### src/rtl/spm_pkg.sv
package spm_pkg;

  localparam int unsigned MAX_TERMS = 32;
  localparam int unsigned IDX_W     = (MAX_TERMS > 1) ? $clog2(MAX_TERMS) : 1;
  localparam int unsigned CNT_W     = $clog2(MAX_TERMS + 1);

  localparam int unsigned COEFF_W   = 32;
  localparam int unsigned EXP_W     = 16;
  localparam int unsigned SUM_W     = COEFF_W + 1;

  localparam int unsigned IN_DATA_W  = 48;
  localparam int unsigned OUT_DATA_W = 56;

  typedef enum logic [1:0] {
    ST_LOAD,
    ST_READ,
    ST_PICK
  } state_e;

  typedef struct packed {
    logic signed [COEFF_W-1:0] coeff;
    logic signed [EXP_W-1:0]   exp;
  } term_t;

  // outcome of one head comparison
  typedef struct packed {
    logic                    take_a;
    logic                    take_b;
    logic signed [SUM_W-1:0] coeff;
    logic signed [EXP_W-1:0] exp;
  } pick_t;

endpackage

### src/rtl/spm_store.sv
module spm_store (
  input  logic                      clk_i,
  input  logic                      wr_en_i,
  input  logic                      wr_sel_i,
  input  logic [spm_pkg::IDX_W-1:0] wr_idx_i,
  input  spm_pkg::term_t            wr_term_i,
  input  logic [spm_pkg::IDX_W-1:0] rd_idx_a_i,
  input  logic [spm_pkg::IDX_W-1:0] rd_idx_b_i,
  output spm_pkg::term_t            rd_term_a_o,
  output spm_pkg::term_t            rd_term_b_o
);

  spm_pkg::term_t mem_a [spm_pkg::MAX_TERMS];
  spm_pkg::term_t mem_b [spm_pkg::MAX_TERMS];

  always_ff @(posedge clk_i) begin
    if (wr_en_i && !wr_sel_i) begin
      mem_a[wr_idx_i] <= wr_term_i;
    end
    rd_term_a_o <= mem_a[rd_idx_a_i];
  end

  always_ff @(posedge clk_i) begin
    if (wr_en_i && wr_sel_i) begin
      mem_b[wr_idx_i] <= wr_term_i;
    end
    rd_term_b_o <= mem_b[rd_idx_b_i];
  end

endmodule

### src/rtl/spm_pick.sv
module spm_pick (
  input  logic           live_a_i,
  input  logic           live_b_i,
  input  spm_pkg::term_t head_a_i,
  input  spm_pkg::term_t head_b_i,
  output spm_pkg::pick_t pick_o
);

  logic                            a_gt;
  logic                            b_gt;
  logic signed [spm_pkg::SUM_W-1:0] ext_a;
  logic signed [spm_pkg::SUM_W-1:0] ext_b;

  always_comb begin
    a_gt  = head_a_i.exp > head_b_i.exp;
    b_gt  = head_b_i.exp > head_a_i.exp;
    ext_a = spm_pkg::SUM_W'(head_a_i.coeff);
    ext_b = spm_pkg::SUM_W'(head_b_i.coeff);

    pick_o.take_a = live_a_i && (!live_b_i || !b_gt);
    pick_o.take_b = live_b_i && (!live_a_i || !a_gt);

    // equal heads take both and add
    pick_o.coeff = (pick_o.take_a ? ext_a : '0) + (pick_o.take_b ? ext_b : '0);
    pick_o.exp   = pick_o.take_a ? head_a_i.exp : head_b_i.exp;
  end

endmodule

### src/rtl/sparse_polynomial_merge_add.sv
// Sparse polynomial merge-add.
// Terms come in on the s_axis channel, one item per cycle while s_axis_tready
// is high: tuser picks the list (0 first, 1 second), tlast marks a list's end.
// Each list holds up to 32 terms; further terms are dropped and flagged.
// The item with tuser and tlast both high starts the merge; tready stays low
// until the final merged item has been handed to the output register.
// Merged terms leave on m_axis in descending exponent order when each list
// came in that order, equal exponents summed, with tlast on the last one and
// tuser set on every item of a merge if any term was dropped during its load.
// Each result passes through a memory read state (ST_READ), then a compare
// and add state (ST_PICK) in the shared pick unit, which loads the output
// register; a further read starts only after that load.
// A stalled receiver holds the output register and the sequencer waits on it.
// Reset empties both lists and clears the drop flag; stored terms are not
// cleared and are only read below the counts.
module sparse_polynomial_merge_add (
  input  logic        clk_i,
  input  logic        rst_ni,
  input  logic        s_axis_tvalid,
  output logic        s_axis_tready,
  input  logic [47:0] s_axis_tdata,  // in_coeff[31:0], in_exponent[47:32]
  input  logic        s_axis_tuser,  // which_poly
  input  logic        s_axis_tlast,  // last_term
  output logic        m_axis_tvalid,
  input  logic        m_axis_tready,
  output logic [55:0] m_axis_tdata,  // out_coeff[32:0], out_exponent[48:33], zeros
  output logic        m_axis_tuser,  // overflow
  output logic        m_axis_tlast   // final_term
);

  spm_pkg::state_e state_q, state_d;

  logic [spm_pkg::CNT_W-1:0] cnt_a_q, cnt_a_d;
  logic [spm_pkg::CNT_W-1:0] cnt_b_q, cnt_b_d;
  logic [spm_pkg::CNT_W-1:0] idx_a_q, idx_a_d;
  logic [spm_pkg::CNT_W-1:0] idx_b_q, idx_b_d;
  logic                      dropped_q, dropped_d;

  logic                               out_valid_q, out_valid_d;
  logic signed [spm_pkg::SUM_W-1:0]   out_coeff_q;
  logic signed [spm_pkg::EXP_W-1:0]   out_exp_q;
  logic                               out_last_q;
  logic                               out_ovf_q;

  logic                      in_fire;
  logic                      full_a;
  logic                      full_b;
  logic                      wr_en;
  logic [spm_pkg::IDX_W-1:0] wr_idx;
  spm_pkg::term_t            wr_term;
  spm_pkg::term_t            head_a;
  spm_pkg::term_t            head_b;
  spm_pkg::pick_t            pick;
  logic                      live_a;
  logic                      live_b;
  logic [spm_pkg::CNT_W-1:0] nxt_a;
  logic [spm_pkg::CNT_W-1:0] nxt_b;
  logic                      is_final;
  logic                      out_load;
  logic                      merge_go;

  assign in_fire  = s_axis_tvalid && s_axis_tready;
  assign merge_go = in_fire && s_axis_tuser && s_axis_tlast;
  assign full_a   = cnt_a_q == spm_pkg::CNT_W'(spm_pkg::MAX_TERMS);
  assign full_b   = cnt_b_q == spm_pkg::CNT_W'(spm_pkg::MAX_TERMS);
  assign wr_en    = in_fire && (s_axis_tuser ? !full_b : !full_a);
  assign wr_idx   = s_axis_tuser ? cnt_b_q[spm_pkg::IDX_W-1:0]
                                 : cnt_a_q[spm_pkg::IDX_W-1:0];
  assign wr_term.coeff = s_axis_tdata[31:0];
  assign wr_term.exp   = s_axis_tdata[47:32];

  spm_store u_store (
    .clk_i       (clk_i),
    .wr_en_i     (wr_en),
    .wr_sel_i    (s_axis_tuser),
    .wr_idx_i    (wr_idx),
    .wr_term_i   (wr_term),
    .rd_idx_a_i  (idx_a_q[spm_pkg::IDX_W-1:0]),
    .rd_idx_b_i  (idx_b_q[spm_pkg::IDX_W-1:0]),
    .rd_term_a_o (head_a),
    .rd_term_b_o (head_b)
  );

  assign live_a = idx_a_q < cnt_a_q;
  assign live_b = idx_b_q < cnt_b_q;

  spm_pick u_pick (
    .live_a_i (live_a),
    .live_b_i (live_b),
    .head_a_i (head_a),
    .head_b_i (head_b),
    .pick_o   (pick)
  );

  assign nxt_a    = idx_a_q + spm_pkg::CNT_W'(pick.take_a);
  assign nxt_b    = idx_b_q + spm_pkg::CNT_W'(pick.take_b);
  assign is_final = (nxt_a >= cnt_a_q) && (nxt_b >= cnt_b_q);

  // next state
  always_comb begin
    state_d = state_q;
    case (state_q)
      spm_pkg::ST_LOAD: begin
        if (merge_go) state_d = spm_pkg::ST_READ;
      end
      spm_pkg::ST_READ: begin
        state_d = spm_pkg::ST_PICK;
      end
      spm_pkg::ST_PICK: begin
        if (out_load) state_d = is_final ? spm_pkg::ST_LOAD : spm_pkg::ST_READ;
      end
      default: state_d = spm_pkg::ST_LOAD;
    endcase
  end

  // sequencer outputs
  always_comb begin
    s_axis_tready = 1'b0;
    out_load      = 1'b0;
    case (state_q)
      spm_pkg::ST_LOAD: s_axis_tready = 1'b1;
      spm_pkg::ST_READ: ;
      spm_pkg::ST_PICK: out_load = !out_valid_q || m_axis_tready;
      default: ;
    endcase
  end

  always_comb begin
    cnt_a_d   = cnt_a_q;
    cnt_b_d   = cnt_b_q;
    idx_a_d   = idx_a_q;
    idx_b_d   = idx_b_q;
    dropped_d = dropped_q;
    if (in_fire) begin
      if (s_axis_tuser) begin
        if (full_b) dropped_d = 1'b1;
        else        cnt_b_d   = cnt_b_q + spm_pkg::CNT_W'(1);
      end else begin
        if (full_a) dropped_d = 1'b1;
        else        cnt_a_d   = cnt_a_q + spm_pkg::CNT_W'(1);
      end
    end
    if (out_load) begin
      if (is_final) begin
        cnt_a_d   = '0;
        cnt_b_d   = '0;
        idx_a_d   = '0;
        idx_b_d   = '0;
        dropped_d = 1'b0;
      end else begin
        idx_a_d = nxt_a;
        idx_b_d = nxt_b;
      end
    end
  end

  always_comb begin
    out_valid_d = out_valid_q;
    if (m_axis_tready) out_valid_d = 1'b0;
    if (out_load)      out_valid_d = 1'b1;
  end

  always_ff @(posedge clk_i or negedge rst_ni) begin
    if (!rst_ni) begin
      state_q     <= spm_pkg::ST_LOAD;
      cnt_a_q     <= '0;
      cnt_b_q     <= '0;
      idx_a_q     <= '0;
      idx_b_q     <= '0;
      dropped_q   <= 1'b0;
      out_valid_q <= 1'b0;
    end else begin
      state_q     <= state_d;
      cnt_a_q     <= cnt_a_d;
      cnt_b_q     <= cnt_b_d;
      idx_a_q     <= idx_a_d;
      idx_b_q     <= idx_b_d;
      dropped_q   <= dropped_d;
      out_valid_q <= out_valid_d;
    end
  end

  always_ff @(posedge clk_i) begin
    if (out_load) begin
      out_coeff_q <= pick.coeff;
      out_exp_q   <= pick.exp;
      out_last_q  <= is_final;
      out_ovf_q   <= dropped_q;
    end
  end

  assign m_axis_tvalid = out_valid_q;
  assign m_axis_tdata  = {7'd0, out_exp_q, out_coeff_q};
  assign m_axis_tuser  = out_ovf_q;
  assign m_axis_tlast  = out_last_q;

endmodule

### config.mk
export PLATFORM = sky130hd
export DESIGN_NAME = sparse_polynomial_merge_add
export DESIGN_NICKNAME = d
export VERILOG_FILES = /design/src/rtl/spm_pkg.sv /design/src/rtl/spm_store.sv /design/src/rtl/spm_pick.sv /design/src/rtl/sparse_polynomial_merge_add.sv
export SDC_FILE = /design/constraint.sdc
export NUM_CORES = 2
export LEC_CHECK = 0
export BUFFER_PORTS_ARGS = -buffer_cell sky130_fd_sc_hd__buf_2
export CAP_MARGIN = 20
export CORE_ASPECT_RATIO = 1.2
export CORE_MARGIN = 5
export CORE_UTILIZATION = 45
export CTS_CLUSTER_SIZE = 24
export DETAILED_ROUTE_END_ITERATION = 8
export PLACE_DENSITY = 0.71
export SLEW_MARGIN = 20
export SYNTH_ARGS = -nofsm -noshare
export SYNTH_HDL_FRONTEND = slang
export SYNTH_SLANG_ARGS = --single-unit
### constraint.sdc
create_clock -name clk_i -period 6.45 [get_ports clk_i]
set_input_delay 1.29 -clock clk_i [delete_from_list [all_inputs] [get_ports clk_i]]
set_output_delay 1.29 -clock clk_i [all_outputs]
set_load 0.005 [all_outputs]
; Word-level counts from Yosys, hierarchy flattened
; Memories as Yosys holds them, arrays and structs flattened. A register that Yosys moved wholly into a read port is not among the register bits.
; Index checks and enable logic that the tools add are counted.
[word_totals]
ff_bits = 79
memories = 2
elab_cells = 88
out_inout_bits = 60
in_bits = 54
mem_bits_rw = 3072
[classes]
reduce_logical = 23
eq_ne = 6
muxes = 35
magnitude_cmp = 6
addsub = 5
[memory_table]
columns = memory, depth, width, read_ports, rd_clocked_by_memory_dff, write_ports, line_no
row1 = u_store.mem_a, 32, 48, 1, 1, 1, spm_store.sv:13  ; spm_pkg::term_t mem_a [spm_pkg::MAX_TERMS];
row2 = u_store.mem_b, 32, 48, 1, 1, 1, spm_store.sv:14  ; spm_pkg::term_t mem_b [spm_pkg::MAX_TERMS];
[op_table]
columns = operator, count
row1 = 2-to-1 mux 6 bit, 12
row2 = 2-to-1 mux 33 bit, 2
row3 = adder 33 bit, 1
row4 = greater-than comparator 16 bit, 2
row5 = 2-to-1 mux 1 bit, 16
row6 = 2-to-1 mux 16 bit, 1
row7 = adder 6 x 1 -> 6 bit, 2
row8 = adder 6 x 1 -> 6 bit (second input constant), 2
row9 = equality test 6 bit (second input constant), 2
row10 = >= comparator 6 bit, 2
row11 = < comparator 6 bit, 2
row12 = logical AND 1 bit, 9
row13 = zero test 1 bit, 8
row14 = one-hot mux 2 bit (3 select lines), 1
row15 = 2-to-1 mux 5 bit, 1
row16 = 2-to-1 mux 2 bit, 2
row17 = inequality test 2 bit (second input constant), 2
row18 = logical OR 1 bit, 3
row19 = equality test 2 x 1 -> 1 bit (second input constant), 1
row20 = equality test 2 bit (second input constant), 1
row21 = zero test 2 bit, 1
row22 = AND reduction 2 bit, 1
row23 = nonzero test 2 bit, 1

; Depth between registers and ports, before layout
[logic_depth]
ltp_word = 10
mapped_depth = 21
ltp_nobuf = 19

; Modules after synthesis
; A second synthesis with hierarchy kept.
[hier_totals]
cells_unflattened = 7473
area_unflattened_um2 = 128228.0
[by_module_without_submodules]
columns = mod, area_each_um2, instances, cells_per_inst, seq_area_each_um2
row1 = spm_store, 121525.3, 1, 6727, 94170.3
row2 = sparse_polynomial_merge_add, 3698.5, 1, 295, 2232.1
row3 = spm_pick, 3004.1, 1, 451, 0.0

; Worst setup path before layout
; Ideal clock, no wire load.
[synth_path]
kind = input port to flip-flop
from = in s_axis_tuser
to = mem u_store.mem_b[28][0] in the netlist's numbering (enable)
stages = 6
setup_slack_ns = 1.684
setup_time_ns = 0.454
arrival_time_ns = 4.312
n_path_buf = 2
cell_sequence = clkbuf_1 clkbuf_1 nand3_1 o31ai_1 nand2_1 nor2_1
[synth_between]
elab_chain_len = 5
elab_cells_between_ends = 6
cone_classes = 4 x mux / 2 x reduce/logical
[synth_lines]
columns = element, line_no
row1 = start: declaration, sparse_polynomial_merge_add.sv:22  ; input logic s_axis_tuser,
row2 = 2-to-1 mux 1 bit, sparse_polynomial_merge_add.sv:66  ; assign wr_en = in_fire && (s_axis_tuser ? !full_b : !full_a);
row3 = logical AND 1 bit, sparse_polynomial_merge_add.sv:66
row4 = logical AND 1 bit, spm_store.sv:24  ; if (wr_en_i && wr_sel_i) begin
row5 = 2-to-1 mux 1 bit, spm_store.sv:24
row6 = 2-to-1 mux 1 bit (implied by the code), spm_store.sv:25  ; mem_b[wr_idx_i] <= wr_term_i;
row7 = end: declaration, spm_store.sv:14
; Several ways; a longest one is shown, not always the timed one.

==> results.yml <==
worst_setup_path:
  crit_fanout: 28
  crit_path_start_kind: "register"
  worstPathRequired_ns: 7.02
  end_kind: "register"
  arrival_ns: 6.81
  crit_type: "register to register"
clocking:
  cts_tree: "done"
  numCtsBuffers: 298
  postCtsSetupBuffers: 0
  clk_pin_slew_ns: 0.07
  h-tree-depth: 5
  cts_root_buffer: "clkbuf_16"
  worstSkewPairLatency_ns: 0.84
  clockBufferDepth: 4
  clock_sinks: 3247
  cts-resized-gates: 0
  postCtsHoldBufs: 0
status:
  status: "finished clean"
drt:
  dr.first_iter.drc_count: 8286
  drcViolationCount: 0
  ant_nets: 0
  wl_um: 320200
  wire_per_inst_um: 29.21
  vias: 66520
  dr.pass1.iters: 6
  viasPerCell: 6.067
timing:
  setup_viol: 0
  maxSlewViolCount: 0
  fin_crit_sh: 0.9688
  relSlewSlack: 0.2210
  setup-tns-final_ns: 0
  fmax_mhz: 160.0
  tightestPinTransition_ns: 1.169
  fin_skew_ns: 0.05045
  final_hold_viol_count: 0
  min_period_ns: 6.248
  rsz0062_at_grt: "false"
power:
  peakVddDrop_mv: 0.2958
  cellPowerDensity_mw_per_mm2: 396.4
  p_leak_uw: 0.04405
yosys:
  synth.cell_area_mm2: 0.1264
  postSynth.asyncResetShare: 0.008623
  synth-compound-area-share: 0.05659
  synth_top_area_share: 0.7421
  yosys.area_share.simple: 0.02327
  synth_edf_count: 3123
  synth_flop_cell: "edfxtp_1"
  seq_area_frac_synth: 0.7629
  syn_avg_cell_area_um2: 18.63
  yosys.area.top_type: "edfxtp_1"
  syn-instance-count: 6784
  synthMuxAreaShare: 0.1328
  synthTopCellsByCount: "edfxtp_1, mux2i_1, nand2_1"
  synth_top_family_by_area: "multiplexers"
  synth_xor_area_frac: 0.002842
  synth-seq-cells: 3247
  yosys_warnings: 0
  yosys.cell_count.top_type: "edfxtp_1"
  synth_area_leaders: "edfxtp_1, mux4_2, mux2i_1, o221ai_1, mux2_2"
  synth.distinct_cells: 63
  synthAdderAreaFrac: 0.007882
finish:
  finalNetCount: 7101
  area_delta_synth_final_pct: 12.61
  layout-drive-gt1-share: 0.1867
  stdcell_count: 10960
  fillCellCount: 21780
global_routing:
  grt_pass1_vias: 66480
  grt_overflow: 0
  grt_pass1_wl_um: 462000
  grt_usage: 0.2147
  antenna_found_initial: 28
  grt_max_degree: 138
flow_run:
  maxCapViolations: 0
place:
  gp_congestion: 0.8424
  hpwl_um: 170900
  io_buffers: 106
  dp_cells: 10430
die:
  num_rows: 213
  fp.dieW_um: 493.7
  start_util: 0.4512
  die_h_um: 590.5
  die-area_mm2: 0.2916
  ios: 114
  fp.coreArea_mm2: 0.2801
min_path:
  holdCritPathClass: "register to register"
## placed cells by master, fill, tap and decap left out, drive strengths merged, types with 96 or more instances in the layout
cell type     n
buf         259
mux4        384
clkbuf      367
o22ai       101
nor2         96
o21ai       324
clkinv       98
mux2        209
dfxtp        96
nand2       453
a21oi       331
o221ai      288
mux2i       577
edfxtp     3123
## registers in the layout, indices dropped and copies added (netlist names), 6 cells and up
name                 cells
cnt_a_q                  6
cnt_b_q                  6
idx_a_q                  6
idx_b_q                  6
out_coeff_q             33
out_exp_q               16
u_store.mem_a         1536
u_store.mem_b         1536
u_store.rd_term_a_o     48
u_store.rd_term_b_o     48
## worst paths after layout
path                                              start               to  slack (ns)  depth (start not counted)
worst max register to register  u_store.rd_term_a_o[15]  out_coeff_q[26]        0.20                         18
worst min register to register               state_q[1]       state_q[0]        0.51                          1
worst max-delay path            u_store.rd_term_a_o[15]  out_coeff_q[26]        0.20                         18
min in group asynchronous                        rst_ni       state_q[1]        0.54                          1
max in group asynchronous                        rst_ni       idx_a_q[3]        5.26                          1
worst min-delay path                         state_q[1]       state_q[0]        0.51                          1
## cell families (layout without fill, tap and decap cells)
logic type      after synthesis  after routing
buf+inv                     425            824
other cells                   1             20
fa+ha+maj                    79             79
mux                        1170           1170
flops                      3247           3247
compound gates             1133           1133
xor+xnor                     41             41
simple gates                688            688
## per-stage QoR
| stage | hold slack (ns) | instance area (µm²) | util | total power (µW) | setup WS, ns |
|---|---|---|---|---|---|
| finish | 0.5104 | 142300 | 0.5081 | 56410 | 0.2015 |
| global route | 0.5328 | 142300 | 0.5080 | 58550 | 0.1248 |
| CTS | 0.5028 | 142100 | 0.5075 | 56670 | 0.3120 |
| detailed placement | 0.4969 | 132400 | 0.4728 | 39090 | 0.3206 |
| global placement | 0.4777 | 132400 | 0.4728 | 38850 | 0.3651 |
| floorplan | 0.4262 | 126400 | - | 34470 | 1.684 |
## layout make-up
class                   instances  area (µm²)  share of cell area
flip-flops and latches       3247       96440              0.6777
inverters                      44       166.4            0.001169
repair buffers                259        2462             0.01730
clock buffers                 367        8071             0.05672
diodes                         13       32.53           0.0002286
multi-input cells            3118       28790              0.2023
well taps                    3762        4707             0.03308
clock inverters               154        1637             0.01150
## per-layer routing
layer	up-vias	global-route usage	wire length, µm	part of all wire
li1	27870	-	-	-
met2	3197	0.3740	163700	0.51
met4	20	0.07599	12310	0.038
met3	669	0.03484	25350	0.079
met1	34770	0.2733	118800	0.37
met5	-	0	132	0.00041
## worst max-delay path, stage by stage, from the launching register on
cell,delay (ns)
dfxtp_1,0.33
inv_1,0.05
ha_1,0.34
nand3_1,0.11
or2_1,0.27
nor3_1,0.60
a211oi_1,0.21
mux2_4,0.40
a211oi_4,0.50
buf_4,0.43
nor3b_1,0.15
fa_1,0.46
a21oi_1,0.24
o22ai_1,0.15
o31ai_1,0.72
o21a_1,0.27
o21ai_0,0.17
a21oi_1,0.36
o311ai_0,0.19
## where the power goes
part           leakage (µW)  switching [µW]  internal (µW)
Clock               0.00472            7470          10300
Combinational        0.0101            8210           5610
Sequential           0.0293             629          24200
No activity file was read; power rests on OpenSTA's default activity.
